--- src/design/sicv_pkg.sv ---
// Shared types, constants and the CRC-32/MPEG-2 word fold for the staged image CRC verifier.
`default_nettype none

package sicv_pkg;

    localparam int unsigned DEF_PAYLOAD_WORDS = 16;
    localparam int unsigned DEF_SLOT_COUNT    = 2;

    localparam int unsigned CRC_W       = 32;
    localparam int unsigned SLOT_W      = 8;
    localparam int unsigned WORDS_W     = 16;
    localparam int unsigned VERSION_W   = 4;
    localparam int unsigned STAMP_W     = 16;
    localparam int unsigned S_TDATA_W   = 96;
    localparam int unsigned M_TDATA_W   = 64;

    localparam logic [CRC_W-1:0] CRC_POLY = 32'h04C1_1DB7;
    localparam logic [CRC_W-1:0] CRC_INIT = 32'hFFFF_FFFF;

    typedef enum logic {
        CMD_BEGIN = 1'b0,
        CMD_DATA  = 1'b1
    } sicv_cmd_t;

    typedef enum logic [1:0] {
        ST_OK          = 2'd0,
        ST_BAD_STAGING = 2'd1,
        ST_MISMATCH    = 2'd2
    } sicv_status_t;

    typedef struct packed {
        sicv_cmd_t              command;
        logic [SLOT_W-1:0]      target_slot;
        logic [WORDS_W-1:0]     declared_words;
        logic [VERSION_W-1:0]   image_version;
        logic [CRC_W-1:0]       expected_crc;
        logic [CRC_W-1:0]       data_word;
    } sicv_item_t;

    typedef struct packed {
        sicv_status_t           status;
        logic [CRC_W-1:0]       computed_crc;
        logic [SLOT_W-1:0]      result_slot;
        logic [VERSION_W-1:0]   result_version;
        logic [STAMP_W-1:0]     event_stamp;
    } sicv_result_t;

    // Folds one word MSB first; the loop is a fixed XOR network after unrolling.
    function automatic logic [CRC_W-1:0] crc_fold(input logic [CRC_W-1:0] crc,
                                                  input logic [CRC_W-1:0] word);
        logic [CRC_W-1:0] c;
        c = crc ^ word;
        for (int k = 0; k < CRC_W; k++) begin
            if (c[CRC_W-1]) begin
                c = {c[CRC_W-2:0], 1'b0} ^ CRC_POLY;
            end else begin
                c = {c[CRC_W-2:0], 1'b0};
            end
        end
        return c;
    endfunction

endpackage

`default_nettype wire

--- src/design/sicv_in_reg.sv ---
// Input register stage holding one accepted transaction until the check core takes it.
`default_nettype none

module sicv_in_reg (
    input  wire logic                aclk,
    input  wire logic                aresetn,
    input  wire logic                in_valid,
    output logic                     in_ready,
    input  wire sicv_pkg::sicv_item_t in_item,
    input  wire logic                take,
    output logic                     item_valid,
    output sicv_pkg::sicv_item_t     item
);
    import sicv_pkg::*;

    logic       valid_reg;
    logic       valid_next;
    sicv_item_t item_reg;

    assign in_ready   = !valid_reg || take;
    assign item_valid = valid_reg;
    assign item       = item_reg;

    always_comb begin
        valid_next = valid_reg;
        if (in_ready) begin
            valid_next = in_valid;
        end
    end

    always_ff @(posedge aclk) begin
        if (!aresetn) begin
            valid_reg <= 1'b0;
        end else begin
            valid_reg <= valid_next;
        end
    end

    always_ff @(posedge aclk) begin
        if (in_ready && in_valid) begin
            item_reg <= in_item;
        end
    end

endmodule

`default_nettype wire

--- src/design/sicv_core.sv ---
// Session state, CRC fold, comparison and event stamp of the verifier.
`default_nettype none

module sicv_core #(
    parameter int unsigned PAYLOAD_WORDS = sicv_pkg::DEF_PAYLOAD_WORDS,
    parameter int unsigned SLOT_COUNT    = sicv_pkg::DEF_SLOT_COUNT
) (
    input  wire logic                 aclk,
    input  wire logic                 aresetn,
    input  wire logic                 advance,
    input  wire sicv_pkg::sicv_item_t item,
    output logic                      emit,
    output sicv_pkg::sicv_result_t    result
);
    import sicv_pkg::*;

    localparam int unsigned CNT_W = $clog2(PAYLOAD_WORDS + 1);

    logic [CRC_W-1:0]     running_crc_reg, running_crc_next;
    logic [CNT_W-1:0]     words_seen_reg, words_seen_next;
    logic                 session_open_reg, session_open_next;
    logic [SLOT_W-1:0]    latched_slot_reg, latched_slot_next;
    logic [VERSION_W-1:0] latched_version_reg, latched_version_next;
    logic [CRC_W-1:0]     latched_expected_reg, latched_expected_next;
    logic [STAMP_W-1:0]   event_counter_reg, event_counter_next;

    logic [CRC_W-1:0]     folded;
    logic [CNT_W-1:0]     words_inc;
    logic                 last_word;
    logic                 bad_staging;
    logic                 crc_match;
    logic [STAMP_W-1:0]   stamp_inc;

    assign folded      = crc_fold(running_crc_reg, item.data_word);
    assign words_inc   = words_seen_reg + CNT_W'(1);
    assign last_word   = (words_inc == CNT_W'(PAYLOAD_WORDS));
    assign bad_staging = ({1'b0, item.target_slot} >= (SLOT_W + 1)'(SLOT_COUNT))
                      || (item.declared_words != WORDS_W'(PAYLOAD_WORDS));
    assign crc_match   = (folded == latched_expected_reg);
    assign stamp_inc   = event_counter_reg + STAMP_W'(1);

    always_comb begin
        running_crc_next      = running_crc_reg;
        words_seen_next       = words_seen_reg;
        session_open_next     = session_open_reg;
        latched_slot_next     = latched_slot_reg;
        latched_version_next  = latched_version_reg;
        latched_expected_next = latched_expected_reg;
        event_counter_next    = event_counter_reg;
        emit                  = 1'b0;
        result.status         = ST_OK;
        result.computed_crc   = folded;
        result.result_slot    = latched_slot_reg;
        result.result_version = latched_version_reg;
        result.event_stamp    = '0;

        if (item.command == CMD_BEGIN) begin
            // A begin always abandons any open session.
            emit                  = bad_staging;
            result.status         = ST_BAD_STAGING;
            result.computed_crc   = '0;
            result.result_slot    = item.target_slot;
            result.result_version = item.image_version;
            if (advance) begin
                running_crc_next      = CRC_INIT;
                words_seen_next       = '0;
                session_open_next     = !bad_staging;
                latched_slot_next     = item.target_slot;
                latched_version_next  = item.image_version;
                latched_expected_next = item.expected_crc;
            end
        end else if (session_open_reg) begin
            emit = last_word;
            if (crc_match) begin
                result.status      = ST_OK;
                result.event_stamp = stamp_inc;
            end else begin
                result.status = ST_MISMATCH;
            end
            if (advance) begin
                running_crc_next = folded;
                if (last_word) begin
                    words_seen_next   = '0;
                    session_open_next = 1'b0;
                    if (crc_match) begin
                        event_counter_next = stamp_inc;
                    end
                end else begin
                    words_seen_next = words_inc;
                end
            end
        end
    end

    always_ff @(posedge aclk) begin
        if (!aresetn) begin
            running_crc_reg   <= CRC_INIT;
            words_seen_reg    <= '0;
            session_open_reg  <= 1'b0;
            event_counter_reg <= '0;
        end else begin
            running_crc_reg   <= running_crc_next;
            words_seen_reg    <= words_seen_next;
            session_open_reg  <= session_open_next;
            event_counter_reg <= event_counter_next;
        end
    end

    always_ff @(posedge aclk) begin
        latched_slot_reg     <= latched_slot_next;
        latched_version_reg  <= latched_version_next;
        latched_expected_reg <= latched_expected_next;
    end

endmodule

`default_nettype wire

--- src/design/sicv_out_reg.sv ---
// Result register that holds one finished result until the downstream side takes it.
`default_nettype none

module sicv_out_reg (
    input  wire logic                   aclk,
    input  wire logic                   aresetn,
    input  wire logic                   load,
    input  wire sicv_pkg::sicv_result_t load_result,
    input  wire logic                   out_ready,
    output logic                        out_valid,
    output sicv_pkg::sicv_result_t      out_result
);
    import sicv_pkg::*;

    logic         valid_reg;
    logic         valid_next;
    sicv_result_t result_reg;

    assign out_valid  = valid_reg;
    assign out_result = result_reg;

    always_comb begin
        valid_next = valid_reg;
        if (load) begin
            valid_next = 1'b1;
        end else if (out_ready) begin
            valid_next = 1'b0;
        end
    end

    always_ff @(posedge aclk) begin
        if (!aresetn) begin
            valid_reg <= 1'b0;
        end else begin
            valid_reg <= valid_next;
        end
    end

    always_ff @(posedge aclk) begin
        if (load) begin
            result_reg <= load_result;
        end
    end

endmodule

`default_nettype wire

--- src/design/staged_image_crc_verifier_unit.sv ---
// Top level of the staged image CRC verifier: stream ports, input register, core, result register.
`default_nettype none

// Channel   Direction  Ports                         Contents
// s_        in         s_tvalid/s_tready/s_tdata/    begin or payload word transaction
//                      s_tuser
// m_        out        m_tvalid/m_tready/m_tdata/    verdict transaction (ok, bad staging,
//                      m_tuser                       mismatch)
//
// Each transaction waits in the input register and is folded into the session state as it
// leaves; any result it produces is loaded into the result register on that same edge, and
// one transaction can be taken every cycle unless a new result would overwrite one still
// waiting for m_tready. The unrolled 32-bit CRC fold lies between the two registers.
// Reset (aresetn low, synchronous) empties both registers, closes any session and clears
// the event stamp. When m_tready stays low, transactions that produce no result still
// drain through; one that would produce a result waits in the input register.
module staged_image_crc_verifier_unit #(
    parameter int unsigned PAYLOAD_WORDS = sicv_pkg::DEF_PAYLOAD_WORDS,
    parameter int unsigned SLOT_COUNT    = sicv_pkg::DEF_SLOT_COUNT
) (
    input  wire logic                           aclk,
    input  wire logic                           aresetn,
    input  wire logic                           s_tvalid,
    output logic                                s_tready,
    // target_slot[7:0], declared_words[23:8], image_version[27:24],
    // expected_crc[59:28], data_word[91:60], zero fill[95:92]
    input  wire logic [sicv_pkg::S_TDATA_W-1:0] s_tdata,
    // command[0]: 0 begin update check, 1 payload data word
    input  wire logic                           s_tuser,
    output logic                                m_tvalid,
    input  wire logic                           m_tready,
    // computed_crc[31:0], result_slot[39:32], result_version[43:40],
    // event_stamp[59:44], zero fill[63:60]
    output logic [sicv_pkg::M_TDATA_W-1:0]      m_tdata,
    // status[1:0]: 0 crc ok, 1 bad staging, 2 crc mismatch
    output logic [1:0]                          m_tuser
);
    import sicv_pkg::*;

    sicv_item_t   s_item;
    sicv_item_t   item;
    logic         item_valid;
    logic         advance;
    logic         emit;
    sicv_result_t core_result;
    sicv_result_t out_result;

    // Unpack the incoming transaction into its fields.
    always_comb begin
        s_item.command        = sicv_cmd_t'(s_tuser);
        s_item.target_slot    = s_tdata[7:0];
        s_item.declared_words = s_tdata[23:8];
        s_item.image_version  = s_tdata[27:24];
        s_item.expected_crc   = s_tdata[59:28];
        s_item.data_word      = s_tdata[91:60];
    end

    // The held transaction moves on unless it produces a result that would
    // overwrite one still waiting downstream.
    assign advance = item_valid && (!emit || !m_tvalid || m_tready);

    sicv_in_reg u_in_reg (
        .aclk       (aclk),
        .aresetn    (aresetn),
        .in_valid   (s_tvalid),
        .in_ready   (s_tready),
        .in_item    (s_item),
        .take       (advance),
        .item_valid (item_valid),
        .item       (item)
    );

    sicv_core #(
        .PAYLOAD_WORDS (PAYLOAD_WORDS),
        .SLOT_COUNT    (SLOT_COUNT)
    ) u_core (
        .aclk    (aclk),
        .aresetn (aresetn),
        .advance (advance),
        .item    (item),
        .emit    (emit),
        .result  (core_result)
    );

    sicv_out_reg u_out_reg (
        .aclk        (aclk),
        .aresetn     (aresetn),
        .load        (advance && emit),
        .load_result (core_result),
        .out_ready   (m_tready),
        .out_valid   (m_tvalid),
        .out_result  (out_result)
    );

    // Pack the result fields, lowest field first, with zero fill to a whole byte.
    assign m_tdata = {4'd0, out_result.event_stamp, out_result.result_version,
                      out_result.result_slot, out_result.computed_crc};
    assign m_tuser = out_result.status;

endmodule

`default_nettype wire

--- config.mk ---
export PLATFORM = sky130hd
export DESIGN_NAME = staged_image_crc_verifier_unit
export DESIGN_NICKNAME = d
export VERILOG_FILES = /design/src/design/sicv_pkg.sv /design/src/design/sicv_in_reg.sv /design/src/design/sicv_core.sv /design/src/design/sicv_out_reg.sv /design/src/design/staged_image_crc_verifier_unit.sv
export SDC_FILE = /design/constraint.sdc
export NUM_CORES = 1
export LEC_CHECK = 0
export ABC_AREA = 1
export BUFFER_PORTS_ARGS = -buffer_cell sky130_fd_sc_hd__buf_2
export CORE_MARGIN = 5
export CORE_UTILIZATION = 55
export CTS_CLUSTER_DIAMETER = 120
export DETAILED_ROUTE_END_ITERATION = 6
export GPL_TIMING_DRIVEN = 0
export HOLD_SLACK_MARGIN = 0.12
export PLACE_DENSITY_LB_ADDON = 0.05
export RECOVER_POWER = 25
export SLEW_MARGIN = 10
export SYNTH_ARGS = -nofsm -noshare
export SYNTH_HDL_FRONTEND = slang
export SYNTH_SLANG_ARGS = --single-unit
--- constraint.sdc ---
create_clock -name aclk -period 6.9 [get_ports aclk]
set_input_delay 1.38 -clock aclk [delete_from_list [all_inputs] [get_ports aclk]]
set_output_delay 1.38 -clock aclk [all_outputs]
set_load 0.02 [all_outputs]
Word level (Yosys, flattened, before mapping):

Cells that the tools add are included.

* output and inout port bits: 68
* register bits: 255

* magnitude comparators: 1
* bitwise logic cells: 34
* multiplexer cells: 53
* $add $sub $neg: 2
* eq/ne operators: 5
* reductions and logical operators: 18

Operators with widths (count)
* 27-bit 2-to-1 mux: 32
* 14-bit NOT: 32
* 32-bit 2-to-1 mux: 4
* 32-bit equality test: 1
* 32-bit XOR: 1
* 5-bit 2-to-1 mux: 5
* 16-bit by 1-bit adder with 16-bit output, second input constant: 1
* 16-bit by 5-bit != test with 1-bit output, second input constant: 1
* 12-bit 2-to-1 mux: 1
* 1-bit 2-to-1 mux: 10
* 8-bit by 2-bit >= comparator with 1-bit output, second input constant: 1
* 3-bit AND reduction: 2
* 5-bit by 1-bit adder with 5-bit output, second input constant: 1
* 5-bit equality test, second input constant: 1
* 5-bit AND reduction: 1
* 1-bit logical NOT: 4
* 1-bit logical OR: 4
* 2-bit AND reduction: 2
* 2-bit nonzero test: 2
* 1-bit logical AND: 3
* 2-bit 2-to-1 mux: 1
* 2-bit by 1-bit != test with 1-bit output, second input constant: 1
* 2-bit != test, second input constant: 1
* 1-bit NOT: 1

Depth between registers and ports, before layout:

Gate-level depths: netlist of the first run.

* depth after elaboration: 68
* mapped depth: 37

Modules after synthesis:

Synthesis of the first run repeated with hierarchy kept, for this count alone.

* cells, all modules: 2099
* area, all modules: 15785.1 µm²

By module, submodules not included
* sicv_core: seq. area each 2402.3 µm², instances 1, cells an instance 1920, area each 10968.0 µm²
* sicv_in_reg: seq. area each 2812.7 µm², instances 1, cells an instance 100, area each 2844.0 µm²
* sicv_out_reg: seq. area each 1881.8 µm², instances 1, cells an instance 68, area each 1905.6 µm²
* staged_image_crc_verifier_unit: seq. area each 0.0 µm², instances 1, cells an instance 11, area each 67.6 µm²

Worst setup path before layout of the first run:

No wires, ideal clock.

* path kind: input -> register
* start point: in m_tready
* end point: reg u_in_reg.item_reg, in the netlist u_in_reg.item[0], enable pin
* library setup time: 0.447 ns
* slack: 2.882 ns
* required time: 6.453 ns
* stages on the path: 4
* path buffers: 0
* arrival: 3.571 ns
* path through: nor2_1 -> nand3_1 -> nand2_1 -> inv_1

* word-level cells in the longest chain between the ends: 4

Ends and longest elaborated chain
* start, declared: line staged_image_crc_verifier_unit.sv:31 `input wire logic m_tready,`
* 1-bit logical OR: line staged_image_crc_verifier_unit.sv:60 `assign advance = item_valid && (!emit || !m_tvalid || m_tready);`
* 1-bit logical AND: line staged_image_crc_verifier_unit.sv:60
* 1-bit logical OR: line sicv_in_reg.sv:20 `assign in_ready = !valid_reg || take;`
* named net s_tready: line staged_image_crc_verifier_unit.sv:24 `output logic s_tready,`
* 1-bit logical AND: line sicv_in_reg.sv:40 `if (in_ready && in_valid) begin`
* end signal, assigned: line sicv_in_reg.sv:41 `item_reg <= in_item;`
* end, declared: line sicv_in_reg.sv:18 `sicv_item_t item_reg;`

The timed path passes the listed nets, and every way through them passes these cells.
A chain may end at the register's enable or synchronous reset.

Final worst setup path of the first run:

* start point: reg u_in_reg.item_reg, in the netlist u_in_reg.item[27]
* end point: reg u_out_reg.result_reg, in the netlist u_out_reg.out_result[13], data pin

* word-level cells in the longest chain between the ends: 43

Ends and longest elaborated chain
* 32-bit XOR *: line sicv_pkg.sv:52 `c = crc ^ word;`
* 27-bit 2-to-1 mux *: line sicv_pkg.sv:54 `if (c[CRC_W-1]) begin`
* 14-bit NOT (no line)
* 27-bit 2-to-1 mux: line sicv_pkg.sv:54
* 14-bit NOT (no line)
* 27-bit 2-to-1 mux (2 in a row): line sicv_pkg.sv:54
* 14-bit NOT (no line)
* 27-bit 2-to-1 mux: line sicv_pkg.sv:54
* [24 not listed]
* 14-bit NOT (no line)
* 27-bit 2-to-1 mux: line sicv_pkg.sv:54
* 14-bit NOT (no line)
* 27-bit 2-to-1 mux (3 in a row): line sicv_pkg.sv:54
* 14-bit NOT (no line)
* 27-bit 2-to-1 mux: line sicv_pkg.sv:54
* 32-bit equality test *: line sicv_core.sv:39 `assign crc_match = (folded == latched_expected_reg);`
* 3-bit AND reduction (no line) *
* end signal, assigned: line sicv_out_reg.sv:41 `result_reg <= load_result;`
* end, declared: line sicv_out_reg.sv:17 `sicv_result_t result_reg;`

Every way passes the cells marked *; elsewhere a longest branch is shown, timed or not.

==> results of run 1 <==
==> layer usage <==
| layer | global-route usage | wire [um] |
|---|---|---|
| met1 | 0.417 | 20600 |
| met2 | 0.491 | 22500 |
| met3 | 0.0498 | 4250 |
| met4 | 0.104 | 1860 |
| met5 | 0 | 24 |
==> per-stage QoR <==
stage               power [uW]  worst slack [ns]  hold WS [ns]  instance area, um2   util
floorplan                 4350              2.88         0.400               15700      -
global placement          5400              1.22         0.404               17000  0.606
detailed placement        5470              2.19         0.407               17100  0.609
CTS                       6890              2.15         0.416               18000  0.641
global route              7410              1.66         0.422               18000  0.641
finish                    6970              2.03         0.413               18000  0.641
==> how the worst min path moves through the flow <==
stage | from | cells past startpoint | slack, ns | endpoint
final | u_in_reg.item[49]$_DFFE_PP_ | 0 | 0.41 | u_core.latched_expected_reg[17]$_DFFE_PP_
after floorplan | u_in_reg.item[32]$_DFFE_PP_ | 0 | 0.40 | u_core.latched_expected_reg[0]$_DFFE_PP_
after detailed placement | u_in_reg.item[59]$_DFFE_PP_ | 0 | 0.41 | u_core.latched_expected_reg[27]$_DFFE_PP_
after CTS | u_in_reg.item[32]$_DFFE_PP_ | 0 | 0.42 | u_core.latched_expected_reg[0]$_DFFE_PP_
after global routing | u_in_reg.item[45]$_DFFE_PP_ | 0 | 0.42 | u_core.latched_expected_reg[13]$_DFFE_PP_
after global placement | u_in_reg.item[49]$_DFFE_PP_ | 0 | 0.40 | u_core.latched_expected_reg[17]$_DFFE_PP_
==> logic make-up after synthesis <==
kind of cell,Yosys count,synth area share
xor gates and xnor gates,70,0.0400
buffers and inverters,227,0.0618
other,1,0.000239
AOI/OAI and AO/OA,87,0.0294
DFF,255,0.452
and+or+nand+nor,1461,0.415
adders and majority gates,2,0.00159
==> power groups by stage <==
| stage | Combinational (uW) | Sequential [uW] | Clock, uW |
|---|---|---|---|
| final | 3730 | 1820 | 1420 |
| after global routing | 4080 | 1830 | 1510 |
| after CTS | 3630 | 1820 | 1440 |
| after detailed placement | 3610 | 1850 | 0 |
| after global placement | 3540 | 1860 | 0 |
| after floorplan | 2470 | 1880 | 0 |
==> cell type report <==
type                            instances  area [um2]  area share
Inverter                              185         699      0.0389
Clock inverter                         13        96.3     0.00537
Clock buffer                           38         790      0.0440
Timing Repair Buffer                  163         881      0.0491
Sequential cell                       255        7100       0.395
Multi-Input combinational cell       1624        7650       0.426
Buffer                                 42         275      0.0153
Tap cell                              378         473      0.0263
==> cell usage in the layout (no fill, tap or decap), drive strengths merged, types with 8 or more instances in the layout <==
cell / n
o211ai: 8
nand4: 24
clkbuf: 59
edfxtp: 199
nand3b: 16
inv: 187
nand2: 1051
nor2: 83
buf: 183
nor3: 8
o21ai: 33
a21oi: 42
xor2: 47
clkinv: 10
dfxtp: 56
nand3: 267
xnor2: 22
==> run metrics, run 1 <==
final period utilization 0.706; Skew-Pair Late Insertion Delay 0.57 ns; top cell type's share of synthesized area 0.381; worst reg-to-reg setup slack 2.03 ns; Total Routing Usage GR 0.304; CP peak stage delay 0.42 ns; Worst Setup SP u_in_reg.item[27]$_DFFE_PP_; Comb power frac 0.535; drt drc 0; most common cell in the netlist nand2_1; Hold Crit Class flop to flop; Period minus WS final 4.87 ns; diode count 0; Max FO, Critical Path 10; setup_tns 0 ns; worst clock skew 0.0260 ns; synth top area cells edfxtp_1, nand2_1, nand3_1; Setup crit end u_out_reg.out_result[13]$_SDFFCE_PN0P_; # clock sinks 255; Yosys cell types 38; Final GP Congestion 1.02; antenna violations before repair 2; Synth Instances 2103; Async SR Flop Fraction 0; DRT iter0 DRCs 1482; proportion of power drawn by the clock network 0.204; synth warn 0; Int Pwr 3620 uW; first-pass GRT wire length 74800 um; Vias/cell 5.43; IO Count 169; dpl hpwl 38400 um; final non-filler cell total 2698; Inserted Clock Buffers 28; worst r2r src u_in_reg.item[27]$_DFFE_PP_; hold_buf cts 0; Slew @ Worst Pin 0.851 ns; final net count 2402; clock-pin slew on the worst setup and hold paths 0.06 ns; CTS tree built; Overflow after GRT 0; Reg power frac 0.261; PortBufs 160; top cell family by delay on the critical path simple AND/OR/NAND/NOR gates; slew margin rel. 0.432; crit path DAT 5.27 ns; routed wire length 49200 um; Placed Instances 2647; # fillers 2505; area grow syn2layout 14.5%; remaining antenna violation count 0; RSZ-0062 raised after global routing no; core area 0.0280 mm2; Via Count 14700; Cell Area, Synth 0.0157 mm2; Die ar. 0.0320 mm2; CP Depth 30; highest-delay cell along the critical path edfxtp_1; Synth Flop Type edfxtp_1; H-tree Lvls 1; static leakage 0.00881 uW; Avg Inst Size Synth 7.46 um2; Worst Setup Start Kind flop; Starting Density 0.560; Setup CP Type flop to flop; Seq/Total Area, Yosys 0.452; Resized Gates After CTS 0; Post-synth EDFFs 199; die outline width 179 um; reg2reg path depth 30; Die Span Y 179 um; # rows 61; Sw Pwr 3360 uW; root buffer cell clkbuf_16; Final Hold Viols 0; Critical Path RT 7.30 ns; top post-synthesis cells by count nand2_1, nand3_1, edfxtp_1; Worst IR Drop VDD 259 uV; Final setup viols 0; Max clock buf depth 3; Max Slew Vio Count 0; status completed; WL per Instance 18.2 um; flops & latches, synth 255; maxcap violations 0; Largest register FFs 93; pin count of the biggest net entering global routing 64; pwr dens 388 mW/mm2; Sw Ratio 0.481; f_max 0.205 GHz; layout cells sized above 1 0.161; number of detailed-route iterations in the first pass 6; Yosys top cell by area edfxtp_1; Post CTS Setup Buffer Count 0; number of global-route vias before repair 13600; Reg-to-Reg End u_out_reg.out_result[13]$_SDFFCE_PN0P_; endpoint class of the critical path flop; Bufs and invs on worst path 2
Power figures use the tool's default switching activity.
==> run 2: changes to the inputs <==
clock period = 4.7 ns   (was 6.9 ns; I/O delays follow)
==> run metrics, run 2 (synthesis results as in run 1) <==
pwr dens 575 mW/mm2 (+48%); Max FO, Critical Path 10 (unchanged); Overflow after GRT 0 (unchanged); diode count 0 (unchanged); area grow syn2layout 18.0%; final net count 2433 (+1.3%); final period utilization 0.953 (+0.247); worst clock skew 0.0273 ns (+0.00125 ns); Skew-Pair Late Insertion Delay 0.58 ns (about the same); Critical Path RT 5.10 ns (-2.20 ns); Reg-to-Reg End u_out_reg.out_result[13]$_SDFFCE_PN0P_; Hold Crit Class flop to flop; Setup CP Type flop to flop; Final setup viols 0 (unchanged); Total Routing Usage GR 0.304 (about the same); Die Span Y 179 um (unchanged); die outline width 179 um (unchanged); Final GP Congestion 1.02 (unchanged); Vias/cell 5.48 (+0.87%); worst reg-to-reg setup slack 0.22 ns (-1.81 ns); met3 WL post-DR 4630 um (+9.0%); Slew @ Worst Pin 0.860 ns (+0.00877 ns); slew margin rel. 0.427 (-0.00584); Core Util, Final 0.661 (+0.0196); Bufs and invs on worst path 4 (+2); Die ar. 0.0320 mm2 (unchanged); CTS tree built; status completed; dpl hpwl 38400 um (unchanged); # rows 61 (unchanged); Starting Density 0.560 (unchanged); DRT iter0 DRCs 1540 (+3.9%); top cell family by delay on the critical path simple AND/OR/NAND/NOR gates; static leakage 0.00907 uW (+2.9%); Inserted Clock Buffers 28 (unchanged); Setup crit end u_out_reg.out_result[13]$_SDFFCE_PN0P_; endpoint class of the critical path flop; number of detailed-route iterations in the first pass 6 (unchanged); root buffer cell clkbuf_16; Worst Setup Start Kind flop; # clock sinks 255 (unchanged); Worst IR Drop VDD 391 uV (+51%); CP Depth 30 (unchanged); dpl ws -0.00782 ns (-2.20 ns); worst setup margin 0.220 ns (-1.81 ns); f_max 0.223 GHz (+8.8%); worst r2r src u_in_reg.item[30]$_DFFE_PP_; H-tree Lvls 1 (unchanged); Largest register FFs 93 (unchanged); layout cells sized above 1 0.184 (+0.0230); number of global-route vias before repair 13600 (+0.029%); PortBufs 160 (unchanged); antenna violations before repair 2 (unchanged); core area 0.0280 mm2 (unchanged); maxcap violations 0 (unchanged); WL met2 23100 um (+2.7%); worst hold path depth 0 (unchanged); crit path DAT 4.88 ns (-0.39 ns); area of the multi-input gates 0.00793 mm2 (+3.7%); pin count of the biggest net entering global routing 64 (unchanged); Top cell by count, worst path nand2_1; Worst Setup SP u_in_reg.item[30]$_DFFE_PP_; Final Power 10600 uW (+52%); Post-DP Area 0.0171 mm2 (unchanged); Max clock buf depth 3 (unchanged); first-pass GRT wire length 74700 um (about the same); highest-delay cell along the critical path edfxtp_1; Period minus WS final 4.48 ns (-0.393 ns); CP peak stage delay 0.40 ns (-0.02 ns); # fillers 2488 (-0.68%); hold_buf cts 0 (unchanged); remaining antenna violation count 0 (unchanged); Top Metal Used met5; Max Slew Vio Count 0 (unchanged); Register Area 0.00710 mm2 (unchanged); Via Count 15000 (+2.0%); drt drc 0 (unchanged); commonest non-fill, non-tap cell in the layout nand2_1; clock-pin slew on the worst setup and hold paths 0.06 ns (about the same); reg2reg path depth 30 (unchanged); WL per Instance 18.4 um (+1.1%); Final Hold Viols 0 (unchanged); M1 wire length 20600 um (+0.18%); post-route cell area 0.0185 mm2 (+3.1%); routed wire length 50300 um (+2.3%); IO Count 169 (unchanged); most frequent cells in the layout nand2_1, nand3_1, edfxtp_1
-- run 2: area by class of cell --
class	instances	area share
sequential	255	0.383
multi-input combinational	1626	0.429
tap	378	0.0256
clock buffer	38	0.0427
clock inverter	13	0.00521
timing repair buffer	192	0.0607
inverter	185	0.0382
buffer	42	0.0156
-- run 2: power breakdown --
part	switching (uW)	leakage [uW]	internal, uW
clock	907	0.000431	1180
sequential	51.7	0.00238	2620
combinational	4180	0.00626	1690
total	5140	0.00907	5500
-- run 2: worst register-to-register path, delay by kind of cell (launching register included) --
family                 cells  cell delay, ns
AND/OR/NAND/NOR           26            3.27
buffers and inverters      4            0.64
flip-flops                 1            0.40
-- run 2: how the worst min path moves through the flow --
| stage | from | endpoint | slack [ns] |
|---|---|---|---|
| finish | u_in_reg.item[49]$_DFFE_PP_ | u_core.latched_expected_reg[17]$_DFFE_PP_ | 0.41 |
| global route | u_in_reg.item[45]$_DFFE_PP_ | u_core.latched_expected_reg[13]$_DFFE_PP_ | 0.42 |
| CTS | u_in_reg.item[32]$_DFFE_PP_ | u_core.latched_expected_reg[0]$_DFFE_PP_ | 0.42 |
| detailed placement | u_in_reg.item[59]$_DFFE_PP_ | u_core.latched_expected_reg[27]$_DFFE_PP_ | 0.41 |
| global placement | u_in_reg.item[49]$_DFFE_PP_ | u_core.latched_expected_reg[17]$_DFFE_PP_ | 0.40 |
| floorplan | u_in_reg.item[32]$_DFFE_PP_ | u_core.latched_expected_reg[0]$_DFFE_PP_ | 0.40 |
-- run 2: per-layer routing --
layer	global-route usage	vias to the layer above
met5	0	-
met4	0.109	4
met3	0.0519	110
met2	0.488	663
met1	0.416	6913
li1	-	7268
-- run 2: metrics by stage --
step | hold slack [ns] | instances | setup TNS (ns)
after floorplan | 0.400 | 2106 | 0
after CTS | 0.416 | 2698 | 0
after detailed placement | 0.407 | 2647 | -0.0152
after global routing | 0.422 | 2729 | -0.0524
after global placement | 0.404 | 2644 | -101.07
final | 0.413 | 2729 | 0
-- run 2: what timing repair did --
| item | 4_1_cts | 5_1_grt |
|---|---|---|
| resized for setup | 3 | 69 |
| gates cloned | 0 | 2 |
| pin swaps | 0 | 19 |
| setup endpoints to repair | 17 | 33 |
| buffers inserted | 0 | 29 |
